**src/rtl/aoor_pkg.sv**
```systemverilog
// Shared types and constants of the analog out-of-range alarm.
package aoor_pkg;

   // Command codes of an input transaction.
   localparam logic [1:0] CMD_SAMPLE = 2'd0;
   localparam logic [1:0] CMD_TICK   = 2'd1;
   localparam logic [1:0] CMD_ACK    = 2'd2;
   localparam logic [1:0] CMD_MAINT  = 2'd3;

   // Alarm states, which double as notification codes.
   localparam logic [1:0] ST_NORMAL = 2'd0;
   localparam logic [1:0] ST_HIGH   = 2'd1;
   localparam logic [1:0] ST_LOW    = 2'd2;
   localparam logic [1:0] ST_FAULT  = 2'd3;

   localparam logic [2:0] EV_ESC    = 3'd4;
   localparam logic [2:0] PEND_NONE = 3'd7;

   localparam logic [31:0] SAME_AS_DELAY = 32'hFFFF_FFFF;

   // Configuration register indexes.
   localparam logic [2:0] CSR_HIGH_LIMIT    = 3'd0;
   localparam logic [2:0] CSR_LOW_LIMIT     = 3'd1;
   localparam logic [2:0] CSR_DEADBAND      = 3'd2;
   localparam logic [2:0] CSR_DELAY         = 3'd3;
   localparam logic [2:0] CSR_NORMAL_DELAY  = 3'd4;
   localparam logic [2:0] CSR_ESCALATE      = 3'd5;

   typedef struct packed {
      logic [31:0] hi_lim;
      logic [31:0] lo_lim;
      logic [30:0] deadband;
      logic [31:0] delay_s;
      logic [31:0] normal_delay_s;
      logic [31:0] esc_after_s;
   } cfg_type;

   // A classified command as it waits in the queue.
   typedef struct packed {
      logic [1:0]  cmd;
      logic [31:0] now;
      logic [31:0] value;
      logic        fault;
      logic        mon;
      logic        gt_hi;    // value above high limit
      logic        lt_lo;    // value below low limit
      logic        lt_hidb;  // value below high limit minus deadband
      logic        gt_lodb;  // value above low limit plus deadband
   } cmd_type;

endpackage

```
**src/rtl/aoor_front.sv**
```systemverilog
// Front end: accepts input transactions and classifies the sample against the limits.
module aoor_front
   import aoor_pkg::*;
(
   input  logic               req_valid,
   output logic               req_stall,
   input  logic [1:0]         req_cmd,
   input  logic [31:0]        req_now,
   input  logic signed [31:0] req_sample_value,
   input  logic               req_sensor_fault,
   input  logic               req_maint_on,
   input  cfg_type            cfg,
   input  logic               q_full,
   output logic               q_push,
   output cmd_type            q_item
);

   logic signed [33:0] val_w;
   logic signed [33:0] hi_w;
   logic signed [33:0] lo_w;
   logic signed [33:0] db_w;
   logic signed [33:0] hi_db;
   logic signed [33:0] lo_db;

   assign req_stall = q_full;
   assign q_push    = req_valid && !q_full;

   // Extended to 34 bits so that limit plus or minus deadband never overflows.
   assign val_w = {{2{req_sample_value[31]}}, req_sample_value};
   assign hi_w  = {{2{cfg.hi_lim[31]}}, cfg.hi_lim};
   assign lo_w  = {{2{cfg.lo_lim[31]}}, cfg.lo_lim};
   assign db_w  = {3'b000, cfg.deadband};
   assign hi_db = hi_w - db_w;
   assign lo_db = lo_w + db_w;

   always_comb begin
      q_item.cmd     = req_cmd;
      q_item.now     = req_now;
      q_item.value   = req_sample_value;
      q_item.fault   = req_sensor_fault;
      q_item.mon     = req_maint_on;
      q_item.gt_hi   = val_w > hi_w;
      q_item.lt_lo   = val_w < lo_w;
      q_item.lt_hidb = val_w < hi_db;
      q_item.gt_lodb = val_w > lo_db;
   end

endmodule

```
**src/rtl/aoor_queue.sv**
```systemverilog
// Small register queue between the front end and the back end.
module aoor_queue
   import aoor_pkg::*;
#(
   parameter int DEPTH = 2
)
(
   input  logic    clock,
   input  logic    reset,
   input  logic    push,
   input  cmd_type push_item,
   output logic    full,
   input  logic    pop,
   output logic    not_empty,
   output cmd_type pop_item
);

   localparam int PW = $clog2(DEPTH);
   localparam int CW = $clog2(DEPTH + 1);
   localparam logic [PW-1:0] LAST = PW'(DEPTH - 1);
   localparam logic [CW-1:0] FULL_COUNT = CW'(DEPTH);

   cmd_type       mem_ff [DEPTH];
   logic [PW-1:0] wr_ptr_ff;
   logic [PW-1:0] wr_ptr_in;
   logic [PW-1:0] rd_ptr_ff;
   logic [PW-1:0] rd_ptr_in;
   logic [CW-1:0] count_ff;
   logic [CW-1:0] count_in;

   assign full      = count_ff == FULL_COUNT;
   assign not_empty = count_ff != '0;
   assign pop_item  = mem_ff[rd_ptr_ff];

   always_comb begin
      wr_ptr_in = wr_ptr_ff;
      rd_ptr_in = rd_ptr_ff;
      count_in  = count_ff;
      if (push) begin
         wr_ptr_in = (wr_ptr_ff == LAST) ? '0 : wr_ptr_ff + 1'b1;
      end
      if (pop) begin
         rd_ptr_in = (rd_ptr_ff == LAST) ? '0 : rd_ptr_ff + 1'b1;
      end
      if (push && !pop) begin
         count_in = count_ff + 1'b1;
      end else if (pop && !push) begin
         count_in = count_ff - 1'b1;
      end
   end

   always_ff @(posedge clock) begin
      if (push) begin
         mem_ff[wr_ptr_ff] <= push_item;
      end
   end

   always_ff @(posedge clock) begin
      if (reset) begin
         wr_ptr_ff <= '0;
         rd_ptr_ff <= '0;
         count_ff  <= '0;
      end else begin
         wr_ptr_ff <= wr_ptr_in;
         rd_ptr_ff <= rd_ptr_in;
         count_ff  <= count_in;
      end
   end

endmodule

```
**src/rtl/aoor_back.sv**
```systemverilog
// Back end: alarm state, delay timers, escalation and the notification buffer.
module aoor_back
   import aoor_pkg::*;
(
   input  logic               clock,
   input  logic               reset,
   input  cfg_type            cfg,
   input  logic               q_valid,
   input  cmd_type            q_item,
   output logic               q_pop,
   output logic               rsp_valid,
   input  logic               rsp_stall,
   output logic [2:0]         rsp_event_res,
   output logic [31:0]        rsp_event_time,
   output logic signed [31:0] rsp_event_value,
   output logic [1:0]         rsp_point_state,
   output logic               rsp_last_note
);

   typedef struct packed {
      logic [1:0]      st;
      logic [1:0]      nst;
      logic [2:0]      pt;
      logic [31:0]     ps;
      logic [31:0]     asn;
      logic [31:0]     lt;
      logic [31:0]     lv;
      logic            unack;
      logic            escf;
      logic            maint;
      logic            ps_fresh;   // pending start was set to this transaction's time
      logic            asn_fresh;  // alarm start was set to this transaction's time
      logic [2:0][2:0] ev;
      logic [1:0]      n;
   } step_type;

   // Report the current state and arm the escalation timer for an alarm.
   function automatic step_type notify(step_type s, logic [31:0] now);
      step_type r;
      r = s;
      if (r.n != 2'd3) begin
         r.ev[r.n] = {1'b0, r.st};
         r.n       = r.n + 2'd1;
      end
      r.nst = r.st;
      if (r.st == ST_HIGH || r.st == ST_LOW) begin
         r.unack     = 1'b1;
         r.asn       = now;
         r.asn_fresh = 1'b1;
         r.escf      = 1'b0;
      end
      return r;
   endfunction

   function automatic step_type go_to(step_type s, logic [1:0] to, logic [31:0] now);
      step_type r;
      r    = s;
      r.st = to;
      r.pt = PEND_NONE;
      if (!r.maint) begin
         r = notify(r, now);
      end
      return r;
   endfunction

   logic [1:0]      st_ff;
   logic [1:0]      nst_ff;
   logic [2:0]      pt_ff;
   logic [31:0]     ps_ff;
   logic [31:0]     asn_ff;
   logic [31:0]     lt_ff;
   logic [31:0]     lv_ff;
   logic            unack_ff;
   logic            escf_ff;
   logic            maint_ff;

   logic            ob_valid_ff;
   logic            ob_valid_in;
   logic [2:0][2:0] ob_ev_ff;
   logic [1:0]      ob_n_ff;
   logic [1:0]      ob_idx_ff;
   logic [1:0]      ob_idx_in;
   logic [31:0]     ob_time_ff;
   logic [31:0]     ob_value_ff;
   logic [1:0]      ob_state_ff;

   logic            take;
   logic            take_last;
   logic            exec;
   step_type        s;

   assign take      = ob_valid_ff && !rsp_stall;
   assign take_last = take && (ob_idx_ff == ob_n_ff - 2'd1);
   assign exec      = q_valid && (!ob_valid_ff || take_last);
   assign q_pop     = exec;

   assign rsp_valid       = ob_valid_ff;
   assign rsp_event_res   = ob_ev_ff[ob_idx_ff];
   assign rsp_event_time  = ob_time_ff;
   assign rsp_event_value = ob_value_ff;
   assign rsp_point_state = ob_state_ff;
   assign rsp_last_note   = ob_idx_ff == ob_n_ff - 2'd1;

   // One whole command per cycle, held while the output buffer still holds notifications
   // that are not taken; elapsed-time compares run in parallel against the stored start times.
   always_comb begin
      logic [31:0] el_p;
      logic [31:0] el_a;
      logic        p_ge_dly;
      logic        p_ge_nd;
      logic        a_ge_esc;
      logic [2:0]  t;
      logic        use_nd;
      logic        due;
      logic        run_tmr;

      el_p     = q_item.now - ps_ff;
      el_a     = q_item.now - asn_ff;
      p_ge_dly = el_p >= cfg.delay_s;
      p_ge_nd  = el_p >= cfg.normal_delay_s;
      a_ge_esc = el_a >= cfg.esc_after_s;
      t        = PEND_NONE;
      use_nd   = 1'b0;
      due      = 1'b0;
      run_tmr  = 1'b1;

      s.st        = st_ff;
      s.nst       = nst_ff;
      s.pt        = pt_ff;
      s.ps        = ps_ff;
      s.asn       = asn_ff;
      s.lt        = lt_ff;
      s.lv        = lv_ff;
      s.unack     = unack_ff;
      s.escf      = escf_ff;
      s.maint     = maint_ff;
      s.ps_fresh  = 1'b0;
      s.asn_fresh = 1'b0;
      s.ev        = '0;
      s.n         = 2'd0;

      // A transaction whose time runs backward leaves everything untouched.
      if (q_item.now >= lt_ff) begin
         s.lt = q_item.now;

         if (q_item.cmd == CMD_SAMPLE) begin
            s.lv = q_item.value;
            if (q_item.fault) begin
               if (s.st != ST_FAULT) begin
                  s = go_to(s, ST_FAULT, q_item.now);
               end
               s.pt    = PEND_NONE;
               run_tmr = 1'b0;
            end else begin
               if (s.st == ST_FAULT) begin
                  s = go_to(s, ST_NORMAL, q_item.now);
               end
               case (s.st)
                  ST_NORMAL: begin
                     if (q_item.gt_hi) begin
                        t = {1'b0, ST_HIGH};
                     end else if (q_item.lt_lo) begin
                        t = {1'b0, ST_LOW};
                     end
                  end
                  ST_HIGH: begin
                     if (q_item.lt_lo) begin
                        t = {1'b0, ST_LOW};
                     end else if (q_item.lt_hidb) begin
                        t = {1'b0, ST_NORMAL};
                     end
                  end
                  ST_LOW: begin
                     if (q_item.gt_hi) begin
                        t = {1'b0, ST_HIGH};
                     end else if (q_item.gt_lodb) begin
                        t = {1'b0, ST_NORMAL};
                     end
                  end
                  default: begin
                     t = PEND_NONE;
                  end
               endcase
               if (t == PEND_NONE) begin
                  s.pt = PEND_NONE;
               end else if (t != s.pt) begin
                  s.pt       = t;
                  s.ps       = q_item.now;
                  s.ps_fresh = 1'b1;
               end
            end
         end

         if (run_tmr && s.st != ST_FAULT && s.pt != PEND_NONE) begin
            use_nd = (s.pt == {1'b0, ST_NORMAL}) && (cfg.normal_delay_s != SAME_AS_DELAY);
            if (s.ps_fresh) begin
               due = use_nd ? (cfg.normal_delay_s == '0) : (cfg.delay_s == '0);
            end else begin
               due = use_nd ? p_ge_nd : p_ge_dly;
            end
            if (due) begin
               s = go_to(s, s.pt[1:0], q_item.now);
            end
         end

         if (q_item.cmd == CMD_ACK) begin
            s.unack = 1'b0;
         end else if (q_item.cmd == CMD_MAINT) begin
            if (q_item.mon) begin
               s.maint = 1'b1;
            end else if (s.maint) begin
               s.maint = 1'b0;
               if (s.st != s.nst) begin
                  s = notify(s, q_item.now);
               end
            end
         end

         // A freshly started alarm has zero elapsed time and cannot escalate yet.
         if (s.unack && !s.escf && !s.maint && cfg.esc_after_s != '0 &&
             !s.asn_fresh && a_ge_esc) begin
            if (s.n != 2'd3) begin
               s.ev[s.n] = EV_ESC;
               s.n       = s.n + 2'd1;
            end
            s.escf = 1'b1;
         end
      end
   end

   always_comb begin
      ob_valid_in = ob_valid_ff;
      ob_idx_in   = ob_idx_ff;
      if (exec) begin
         ob_valid_in = s.n != 2'd0;
         ob_idx_in   = 2'd0;
      end else if (take_last) begin
         ob_valid_in = 1'b0;
      end else if (take) begin
         ob_idx_in = ob_idx_ff + 2'd1;
      end
   end

   always_ff @(posedge clock) begin
      if (exec) begin
         ob_ev_ff    <= s.ev;
         ob_n_ff     <= s.n;
         ob_time_ff  <= q_item.now;
         ob_value_ff <= s.lv;
         ob_state_ff <= s.st;
      end
   end

   always_ff @(posedge clock) begin
      if (reset) begin
         st_ff       <= ST_NORMAL;
         nst_ff      <= ST_NORMAL;
         pt_ff       <= PEND_NONE;
         ps_ff       <= '0;
         asn_ff      <= '0;
         lt_ff       <= '0;
         lv_ff       <= '0;
         unack_ff    <= 1'b0;
         escf_ff     <= 1'b0;
         maint_ff    <= 1'b0;
         ob_valid_ff <= 1'b0;
         ob_idx_ff   <= 2'd0;
      end else begin
         if (exec) begin
            st_ff    <= s.st;
            nst_ff   <= s.nst;
            pt_ff    <= s.pt;
            ps_ff    <= s.ps;
            asn_ff   <= s.asn;
            lt_ff    <= s.lt;
            lv_ff    <= s.lv;
            unack_ff <= s.unack;
            escf_ff  <= s.escf;
            maint_ff <= s.maint;
         end
         ob_valid_ff <= ob_valid_in;
         ob_idx_ff   <= ob_idx_in;
      end
   end

endmodule

```
**src/rtl/analog_out_of_range_alarm.sv**
```systemverilog
// Top level of the analog out-of-range alarm: configuration registers and the three stages.
//
// Each input transaction is a timestamped command (sample, tick, acknowledge or
// maintenance on/off) and produces zero to three notification transactions on the
// rsp_ channel, the last of them marked by rsp_last_note. An accepted command
// enters a queue of QUEUE_DEPTH entries; the back end executes one command per
// cycle while its output buffer is free or hands over its last notification, and
// delivers the notifications from that buffer one per cycle while rsp_stall is low.
// The command is registered in the queue and its notifications in the output
// buffer before rsp_valid rises. The input side keeps accepting while results
// wait, until the queue is full. Configuration is written through csr_we,
// csr_index and csr_wdata and must only change while no command is in flight.
// QUEUE_DEPTH must be 2 or more.
module analog_out_of_range_alarm
   import aoor_pkg::*;
#(
   parameter int QUEUE_DEPTH = 2
)
(
   input  logic               clock,
   input  logic               reset,

   input  logic               csr_we,
   input  logic [2:0]         csr_index,
   input  logic [31:0]        csr_wdata,

   input  logic               req_valid,
   output logic               req_stall,
   input  logic [1:0]         req_cmd,
   input  logic [31:0]        req_now,
   input  logic signed [31:0] req_sample_value,
   input  logic               req_sensor_fault,
   input  logic               req_maint_on,

   output logic               rsp_valid,
   input  logic               rsp_stall,
   output logic [2:0]         rsp_event_res,
   output logic [31:0]        rsp_event_time,
   output logic signed [31:0] rsp_event_value,
   output logic [1:0]         rsp_point_state,
   output logic               rsp_last_note
);

   cfg_type cfg_ff;
   logic    q_full;
   logic    q_push;
   logic    q_pop;
   logic    q_valid;
   cmd_type push_item;
   cmd_type pop_item;

   always_ff @(posedge clock) begin
      if (reset) begin
         cfg_ff.hi_lim         <= 32'h7FFF_FFFF;
         cfg_ff.lo_lim         <= 32'h8000_0000;
         cfg_ff.deadband       <= '0;
         cfg_ff.delay_s        <= '0;
         cfg_ff.normal_delay_s <= SAME_AS_DELAY;
         cfg_ff.esc_after_s    <= '0;
      end else if (csr_we) begin
         unique case (csr_index)
            CSR_HIGH_LIMIT:   cfg_ff.hi_lim         <= csr_wdata;
            CSR_LOW_LIMIT:    cfg_ff.lo_lim         <= csr_wdata;
            CSR_DEADBAND:     cfg_ff.deadband       <= csr_wdata[30:0];
            CSR_DELAY:        cfg_ff.delay_s        <= csr_wdata;
            CSR_NORMAL_DELAY: cfg_ff.normal_delay_s <= csr_wdata;
            CSR_ESCALATE:     cfg_ff.esc_after_s    <= csr_wdata;
            default: begin
            end
         endcase
      end
   end

   aoor_front u_front (
      .req_valid        (req_valid),
      .req_stall        (req_stall),
      .req_cmd          (req_cmd),
      .req_now          (req_now),
      .req_sample_value (req_sample_value),
      .req_sensor_fault (req_sensor_fault),
      .req_maint_on     (req_maint_on),
      .cfg              (cfg_ff),
      .q_full           (q_full),
      .q_push           (q_push),
      .q_item           (push_item)
   );

   aoor_queue #(
      .DEPTH (QUEUE_DEPTH)
   ) u_queue (
      .clock     (clock),
      .reset     (reset),
      .push      (q_push),
      .push_item (push_item),
      .full      (q_full),
      .pop       (q_pop),
      .not_empty (q_valid),
      .pop_item  (pop_item)
   );

   aoor_back u_back (
      .clock           (clock),
      .reset           (reset),
      .cfg             (cfg_ff),
      .q_valid         (q_valid),
      .q_item          (pop_item),
      .q_pop           (q_pop),
      .rsp_valid       (rsp_valid),
      .rsp_stall       (rsp_stall),
      .rsp_event_res   (rsp_event_res),
      .rsp_event_time  (rsp_event_time),
      .rsp_event_value (rsp_event_value),
      .rsp_point_state (rsp_point_state),
      .rsp_last_note   (rsp_last_note)
   );

endmodule

```
**config.mk**
```make
export PLATFORM = sky130hd
export DESIGN_NAME = analog_out_of_range_alarm
export DESIGN_NICKNAME = d
export VERILOG_FILES = /design/src/rtl/aoor_pkg.sv /design/src/rtl/aoor_front.sv /design/src/rtl/aoor_queue.sv /design/src/rtl/aoor_back.sv /design/src/rtl/analog_out_of_range_alarm.sv
export SDC_FILE = /design/constraint.sdc
export NUM_CORES = 1
export LEC_CHECK = 0
export BUFFER_PORTS_ARGS = -buffer_cell sky130_fd_sc_hd__buf_2
export CORE_UTILIZATION = 57
export DETAILED_ROUTE_END_ITERATION = 12
export PLACE_DENSITY_LB_ADDON = 0.15
export SYNTH_ARGS = -nofsm -noshare
export SYNTH_HDL_FRONTEND = slang
export SYNTH_HIERARCHICAL = 1
export SYNTH_SLANG_ARGS = --single-unit
```
**constraint.sdc**
```tcl
create_clock -name clock -period 5.48 [get_ports clock]
set_input_delay 1.644 -clock clock [delete_from_list [all_inputs] [get_ports clock]]
set_output_delay 1.644 -clock clock [all_outputs]
set_load 0.05 [all_outputs]
```
# After elaboration in Yosys (flattened, before gate mapping)
# Memory sizes are Yosys's and may differ from the RTL's. A register that Yosys moved wholly into a read port is not among the register bits.
# Cells that the tools add are included.
word_totals:
  mem_count: 1
  ramBits: 144
  inputBits: 108
  wordCells: 215
  output_inout_bits: 72
  reg_bits: 413
op_classes:
  n_reduce_logical: 48
  n_eq_ne: 26
  magnitude_cmp: 15
  n_mux: 80
  bitwise: 4
  add_sub_neg: 13
memory_table:
  columns: ["name", "words", "word_bits", "read_ports", "rd_clocked_by_memory_dff", "wr", "line", "rtl"]
  rows:
  - ["u_queue.mem_ff", 2, 72, 1, 1, 1, "aoor_queue.sv:23", "cmd_type mem_ff [DEPTH];"]
ops:
  columns: ["op", "count"]
  rows:
  - ["two-way mux 151 bit", 12]
  - ["two-way mux 149 bit", 6]
  - ["two-way mux 135 bit", 1]
  - ["two-way mux 133 bit", 1]
  - ["greater-or-equal comparator 32 bit", 4]
  - ["two-way mux 32 bit", 3]
  - ["zero test 32 bit", 2]
  - ["subtractor 32 bit", 2]
  - ["two-way mux 11 bit", 4]
  - ["two-way mux 3 bit", 14]
  - ["two-way mux 35 bit", 1]
  - ["adder 32 x 32 -> 33 bit", 1]
  - ["> comparator 32 x 33 -> 1 bit", 1]
  - ["< comparator 32 x 33 -> 1 bit", 1]
  - ["subtractor 32 x 32 -> 33 bit", 1]
  - ["> comparator 32 bit", 1]
  - ["< comparator 32 bit", 1]
  - ["!= test 32 bit (second input constant)", 1]
  - ["nonzero test 32 bit", 1]
  - ["two-way mux 15 bit", 2]
  - ["two-way mux 1 bit", 24]
  - ["bitwise mux 9 bit", 2]
  - ["demux 3 bit (select 2 bit)", 3]
  - ["logical AND 1 bit", 17]
  - ["other kinds (30)", 80]

# Longest topological paths before layout
# Gate-level depths: netlist (run 1).
depth:
  word_depth: 49
  depth_mapped: 30
  mapped_depth_nobuf: 28

# Modules after synthesis
# Netlist (run 1), hierarchy kept.
modules_own_cells:
  columns: ["mod", "cells_per_inst", "instances", "area_each_um2"]
  rows:
  - ["aoor_back", 1751, 1, 15134.5]
  - ["analog_out_of_range_alarm", 693, 1, 7430.9]
  - ["aoor_front", 926, 1, 6884.1]
  - ["aoor_queue", 246, 1, 5431.5]

# Worst setup path before layout (run 1)
# Ideal clock, no wire load.
synth_timing:
  path_type: "reg2reg"
  from: "register (tool-made name)"
  to: "register u_back/ob_ev_ff[3] (netlist name) (data pin)"
  path_buffers: 2
  required_ns: 5.210
  arrival_ns: 5.627
  stages_incl_launch_ff: 29
  path_slack_ns: -0.416
  path_cell_list: "dfxtp_1 buf_4 buf_6 mux2_2 inv_1 ha_1 inv_1 fa_1 a211oi_1 o21ai_0 a21oi_1 o21ai_0 a21oi_1 o211ai_1 nand2_1 o211ai_1 a31o_2 a21oi_1 xnor2_1 ha_1 and4_1 or3b_2 nor2_1 o21a_1 o2111a_1 nor3_4 mux2i_2 and4b_1 nor3_1"
synth_rtl:
  columns: ["element", "line", "rtl"]
  rows:
  - ["end signal: assignment", "aoor_back.sv:246", "ob_ev_ff <= s.ev;"]
  - ["end: declaration", "aoor_back.sv:79", "logic [2:0][2:0] ob_ev_ff;"]

==> impl_metrics.py, run 1 <==
metrics = {
    "run_status": {
        "status": "finished, violations left",
        "violations": "setup timing",
    },
    "die": {
        "coreArea_um2": 60400,
        "rows": 90,
        "pin_count": 180,
        "die_area_um2": 62200,
        "die_w_um": 249,
        "start_util_pct": 57.8,
        "die_h_um": 249,
    },
    "drt": {
        "drt-initial-drc-count": 1827,
        "route.detailed.drc": 0,
        "drtAntennaViolNets": 0,
        "first_pass_iters": 6,
        "vias": 26500,
        "viasPerCell": 5.66,
        "wirelength_mm": 87.1,
        "wl_per_cell_um": 18.6,
    },
    "logic_synthesis": {
        "syn_inst": 3616,
        "yosys_warnings": 6,
        "synth-edff-count": 221,
        "yosysMostFrequentCell": "ha_1",
        "synth_common_cells": "ha_1, dfxtp_1, inv_1, nor2_1, mux2i_1",
        "synth_area_leaders": "dfxtp_1, edfxtp_1, ha_1",
        "synth_area_leader_cell": "dfxtp_1",
        "synth_cell_type_count": 91,
        "synth_seq_area_share_pct": 38.4,
        "synth_area_um2": 34900,
        "synthArstFlopShare_pct": 0,
        "avgSynthCellArea_um2": 9.65,
        "synth.net_count": 4115,
        "synth_top_area_share_pct": 19.3,
        "ys_ff_latch": 558,
        "ys.flop_type": "dfxtp_1",
    },
    "power_and_ir_drop": {
        "p_int_w": 0.0112,
        "pwr-share-clk_pct": 23.1,
        "power_frac_comb_pct": 47.3,
        "ir_drop_uv": 377,
        "p_per_area_nw_per_um2": 464,
        "switching_share_pct": 39.0,
        "power.total_w": 0.0184,
        "p_switching_w": 0.00718,
        "leakage_nw": 17.2,
        "power_frac_seq_pct": 29.6,
    },
    "clock_network": {
        "cts.clk_slew.worst_paths_ns": 0.06,
        "clockBufferDepth": 3,
        "clock-sinks": 558,
        "cts_hold_buf": 0,
        "cts-root-buf": "clkbuf_16",
        "clock_latency_ns": 0.64,
        "htreeDepth": 2,
        "cts_buffers": 59,
        "cts_tree": "built",
    },
    "placement": {
        "dpl_cell_area_um2": 37100,
        "place_ws_ns": -0.419,
        "dp.cells": 4558,
        "place.gp.congestion": 0.925,
        "port_buffers": 179,
        "place_hpwl_mm": 64.6,
    },
    "critical_path": {
        "start_kind": "flip-flop",
        "path_class": "reg2reg",
        "crit_slowest_cell": "dfxtp_4",
        "endpoint_kind": "flip-flop",
        "critPathArrivalTime_ns": 6.13,
        "worstPathRequired_ns": 5.86,
        "crit_fanout": 7,
        "critPathMaxStageDelay_ns": 0.42,
    },
    "timing": {
        "setup_slack_ns": -0.271,
        "max_slew.worst_pin.slew_ns": 1.02,
        "tns_ns": -9.80,
        "finalSetupViolations": 51,
        "min_period_ns": 5.75,
        "slew_violations": 0,
        "hold_violations": 0,
        "post-route-period-util_pct": 105,
        "rsz0062_at_grt": "true",
        "worst_clock_skew_ns": 0.0314,
        "fmax_mhz": 174,
        "slew_headroom_pct": 32.2,
    },
    "global_route": {
        "track_usage_pct": 27.4,
        "grt_pass1_vias": 25200,
        "grt_overflow": 0,
        "grt_max_degree": 121,
        "grt_pass1_wl_mm": 136,
        "antenna_found_initial": 2,
    },
    "hold_path": {
        "hold_path.class": "reg2reg",
    },
    "final_layout": {
        "area_delta_synth_final_pct": 13.8,
        "nNetsFinal": 4352,
        "finalNonFillerCells": 4686,
        "diodes": 0,
        "stdcell_area_um2": 39700,
        "drive_gt1_share_pct": 17.2,
    },
    "job": {
        "max-cap-violations": 0,
    },
}
cell usage in the layout (no fill, tap or decap), types with 41 or more instances in the layout:
cell       instances
inv_1            327
o21ai_0           88
dfxtp_1          336
buf_4            173
edfxtp_1         221
mux2i_1          262
nand2b_1         194
buf_2            178
clkbuf_16         63
nand2_1          215
a21o_1           139
nor2_1           261
mux2_2           103
a21oi_1          246
xnor2_1           80
ha_1             382
nand4_1           70
xor2_1            41
routing by layer:
layer  global-route usage, %  wire length (µm)  vias to the layer above
met5                       0                 0                        -
met4                    6.60              1740                        0
met3                    3.45              4220                      100
met2                    43.8             39700                      618
met1                    39.3             41500                    12600
li1                        -                 -                    13200
through the flow:
stage	hold slack (ns)	utilization (%)
after floorplan	0.436	-
after global placement	0.441	61.5
after detailed placement	0.446	61.5
after CTS	0.455	65.4
after global routing	0.471	65.8
final	0.453	65.8
path summary, 6_finish.rpt:
check                                          end  cells after the start  slack, ns
setup / recovery  u_back/ob_ev_ff[5]$_SDFFCE_PP0P_                     28      -0.27
hold / removal                           flip-flop                      2       0.45
setup reg to reg  u_back/ob_ev_ff[5]$_SDFFCE_PP0P_                     28      -0.27
hold reg to reg                          flip-flop                      2       0.45
worst max-delay path, delay by kind of cell (launching register included):
kind / cells / cell delay [ns]
flops: 1 / 0.42
buf+inv: 4 / 0.37
mux: 1 / 0.34
xor+xnor: 1 / 0.15
simple gates: 7 / 1.19
compound gates: 12 / 2.20
fa+ha+maj: 3 / 0.80
registers in the layout, indices dropped and copies added (netlist names), 9 cells and up, named ones only:
register / flops
u_back/asn_ff: 32
u_back/rsp_event_time: 32
cfg_ff: 191
u_queue/mem_ff: 144
u_back/lv_ff: 32
u_back/lt_ff: 32
u_back/rsp_event_value: 32
u_back/ob_ev_ff: 9
final cells by class:
cell class / instances / area (µm²)
multi-input combinational: 2538 / 19600
sequential: 558 / 13400
timing repair buffer: 366 / 2440
tap: 782 / 978
clock inverter: 36 / 452
fill: 4952 / 20700
inverter: 330 / 1240
clock buffer: 76 / 1620
what timing repair did:
item	CTS	global route
gates resized for setup	45	33
buffers inserted	9	4
pin swaps	21	24
setup endpoints to repair	55	57
gates cloned	0	3
logic make-up (layout without fill, tap and decap cells):
family	count (synthesis)	in the layout	synth area share, %
AOI/OAI and AO/OA	698	698	12.8
DFF	558	558	38.4
muxes	373	373	11.1
and+or+nand+nor	952	952	13.7
xor gates and xnor gates	124	124	3.11
buffers and inverters	520	808	6.79
adders and majority gates	391	391	14.1
power by group through the flow:
stage / logic (W) / registers, W / clock network [W]
2_1_floorplan: 0.00496 / 0.00634 / 0
3_3_place_gp: 0.00806 / 0.00551 / 0
3_5_place_dp: 0.00818 / 0.00554 / 0
4_1_cts: 0.00845 / 0.00545 / 0.00432
5_1_grt: 0.00950 / 0.00552 / 0.00450
6_report: 0.00870 / 0.00545 / 0.00426
No activity file was read; power rests on OpenSTA's default activity.
==> inputs of run 2 (changes only) <==
--- a/config.mk
+++ b/config.mk
@@ -6,10 +6,9 @@
 export NUM_CORES = 1
 export LEC_CHECK = 0
 export BUFFER_PORTS_ARGS = -buffer_cell sky130_fd_sc_hd__buf_2
-export CORE_UTILIZATION = 57
+export CORE_UTILIZATION = 56
 export DETAILED_ROUTE_END_ITERATION = 12
 export PLACE_DENSITY_LB_ADDON = 0.15
 export SYNTH_ARGS = -nofsm -noshare
 export SYNTH_HDL_FRONTEND = slang
-export SYNTH_HIERARCHICAL = 1
 export SYNTH_SLANG_ARGS = --single-unit
==> impl_metrics.py, run 2 <==
metrics = {
    "final_layout": {
        "nNetsFinal": 4599,
        "largest_register_ffs": 191,
        "fillCellCount": 4736,
        "max_flop_register": "cfg_ff",
        "finalNonFillerCells": 4926,
        "layout_common_cells": "nand2_1, ha_1, inv_1, dfxtp_1, a21oi_1",
        "top_regs": "cfg_ff x191, u_queue.mem_ff x144",
        "utilization_pct": 68.3,
        "drive_gt1_share_pct": 19.1,
        "area_delta_synth_final_pct": 20.7,
        "final_common_cell": "nand2_1",
    },
    "hold_path": {
        "hold_path.class": "reg2reg",
        "hold_path.startpoint": "u_back.lv_ff[29]$_SDFFE_PP0P_",
    },
    "logic_synthesis": {
        "synth_seq_area_share_pct": 40.1,
        "syn_inst": 3681,
        "avgSynthCellArea_um2": 9.07,
        "synthArstFlopShare_pct": 0,
        "synth_top_area_share_pct": 20.2,
        "synth.net_count": 4181,
        "synth-edff-count": 221,
        "synth_common_cells": "nand2_1, ha_1, inv_1, dfxtp_1, a21oi_1",
        "yosysMostFrequentCell": "nand2_1",
        "synth_area_leaders": "dfxtp_1, edfxtp_1, ha_1",
        "synth_cell_type_count": 86,
        "ys.flop_type": "dfxtp_1",
        "synth_area_leader_cell": "dfxtp_1",
        "yosys_warnings": 0,
        "synth_area_um2": 33400,
        "ys_ff_latch": 558,
    },
    "timing": {
        "min_period_ns": 6.05,
        "fmax_mhz": 165,
        "finalSetupViolations": 52,
        "hold_violations": 0,
        "slew_violations": 0,
        "worst_clock_skew_ns": 0.0236,
        "max_slew.worst_pin.slew_ns": 1.24,
        "setup_slack_ns": -0.569,
        "slew_headroom_pct": 16.9,
        "rsz0062_at_grt": "true",
        "post-route-period-util_pct": 110,
    },
    "job": {
        "max-cap-violations": 0,
    },
    "global_route": {
        "grt_overflow": 0,
        "grt_max_degree": 119,
        "antenna_found_initial": 4,
        "grt_pass1_wl_mm": 142,
        "grt_pass1_vias": 26500,
        "track_usage_pct": 29.5,
    },
    "power_and_ir_drop": {
        "power_frac_comb_pct": 52.8,
        "switching_share_pct": 41.0,
        "p_per_area_nw_per_um2": 512,
        "p_int_w": 0.0122,
        "power_frac_seq_pct": 27.2,
        "p_switching_w": 0.00846,
        "pwr-share-clk_pct": 20.0,
        "leakage_nw": 16.7,
        "ir_drop_uv": 737,
    },
    "drt": {
        "drtAntennaViolNets": 0,
        "wirelength_mm": 90.8,
        "vias": 28300,
        "route.detailed.drc": 0,
        "first_pass_iters": 7,
        "drt-initial-drc-count": 1948,
        "viasPerCell": 5.75,
        "wl_per_cell_um": 18.4,
    },
    "critical_path": {
        "crit_fanout": 8,
        "start_kind": "flip-flop",
        "worst-path-buf-inv": 7,
        "critPathMaxStageDelay_ns": 0.38,
        "crit_top_cell": "buf_12",
        "worstPathRequired_ns": 6.02,
        "critPathArrivalTime_ns": 6.59,
        "path_class": "reg2reg",
        "cpLargestDelayFamily": "compound AO/OA/AOI/OAI gates",
        "crit_slowest_cell": "dfxtp_4",
        "endpoint_kind": "flip-flop",
    },
    "placement": {
        "place_ws_ns": -0.587,
        "port_buffers": 179,
        "place.gp.congestion": 0.954,
        "place_hpwl_mm": 66.9,
        "dp.cells": 4775,
    },
    "die": {
        "coreArea_um2": 59000,
        "pin_count": 180,
        "rows": 89,
        "die_w_um": 246,
        "start_util_pct": 56.6,
        "die_area_um2": 60600,
        "die_h_um": 246,
    },
    "run_status": {
        "violations": "setup timing",
        "status": "finished, violations left",
    },
    "clock_network": {
        "htreeDepth": 2,
        "clock-sinks": 558,
        "cts.clk_slew.worst_paths_ns": 0.06,
        "clockBufferDepth": 3,
        "cts-root-buf": "clkbuf_16",
        "cts_hold_buf": 0,
        "clock_latency_ns": 0.65,
        "cts_buffers": 59,
        "cts_tree": "built",
    },
}
## run 2: changes by cell type after synthesis, sizes merged, moves of 37 or more
| cell | before | now |
|---|---|---|
| nand3 | 31 | 68 |
| a21o | 141 | 89 |
| a211oi | 19 | 112 |
| mux2 | 106 | 7 |
| clkbuf | 75 | 118 |
| nand2b | 194 | 38 |
| mux2i | 267 | 76 |
| a21oi | 264 | 328 |
| inv | 329 | 374 |
| buf | 115 | 22 |
| nand2 | 217 | 434 |
| o21a | 22 | 75 |
## run 2: metal layers
layer  wire length (µm)  vias to the layer above  part of all wire [%]  GRT usage [%]
li1                   -                    14000                     -              -
met1              41200                    13400                    45           41.1
met2              42000                      796                    46           48.1
met3               5440                      136                   6.0           3.32
met4               2120                        2                   2.3           8.00
met5                 12                        -                 0.013              0
## run 2: per-stage QoR
step	area (µm²)	hold slack [ns]	power (W)	setup TNS, ns
floorplan	33900	0.449	0.0124	-4.61
global placement	37400	0.456	0.0158	-17.76
detailed placement	37400	0.463	0.0159	-22.66
CTS	39600	0.473	0.0202	-17.46
global route	40300	0.487	0.0219	-33.77
finish	40300	0.471	0.0206	-19.99
## run 2: final cells by class
cell class / count / area (µm²) / area share, %
clock buffers: 75 / 1670 / 4.15
repair buffers: 497 / 3580 / 8.87
flip-flops and latches: 558 / 13400 / 33.2
diodes: 4 / 10.0 / 0.0248
multi-input cells: 2609 / 19000 / 47.0
well taps: 773 / 967 / 2.40
clock inverters: 36 / 335 / 0.832
inverters: 374 / 1410 / 3.49
## run 2: logic make-up (layout without fill, tap and decap cells)
kind of cell	Yosys count	after routing	synth area share (%)
xor gates and xnor gates	121	121	3.17
AOI/OAI and AO/OA	931	931	18.4
other	0	4	0
and+or+nand+nor	1082	1082	15.1
muxes	83	83	2.56
adders and majority gates	392	392	14.8
DFF	558	558	40.1
buffers and inverters	514	982	5.89
## run 2: path summary, 6_finish.rpt
check	slack [ns]	depth (start not counted)	end
setup / recovery	-0.57	32	u_back.asn_ff[24]$_SDFFE_PP0P_
setup reg to reg	-0.57	32	u_back.asn_ff[24]$_SDFFE_PP0P_
hold reg to reg	0.47	2	u_back.lv_ff[29]$_SDFFE_PP0P_
hold / removal	0.47	2	u_back.lv_ff[29]$_SDFFE_PP0P_
## run 2: power groups by stage
stage	Clock (W)	Combinational [W]	Sequential (W)
global route	0.00434	0.0119	0.00568
detailed placement	0	0.0102	0.00571
floorplan	0	0.00587	0.00651
global placement	0	0.0101	0.00569
finish	0.00413	0.0109	0.00561
CTS	0.00419	0.0104	0.00560
## run 2: timing repair
action / CTS / global route
pin swaps: 21 / 60
endpoints found under the setup margin: 52 / 59
setup buffers: 13 / 20
gates cloned: 0 / 4
gates resized for setup: 31 / 106
## run 2: worst min-delay path, cell delays in order (launching register included)
cell and delay [ns]:
dfxtp_1 0.32, nand2_1 0.05, a21oi_1 0.05
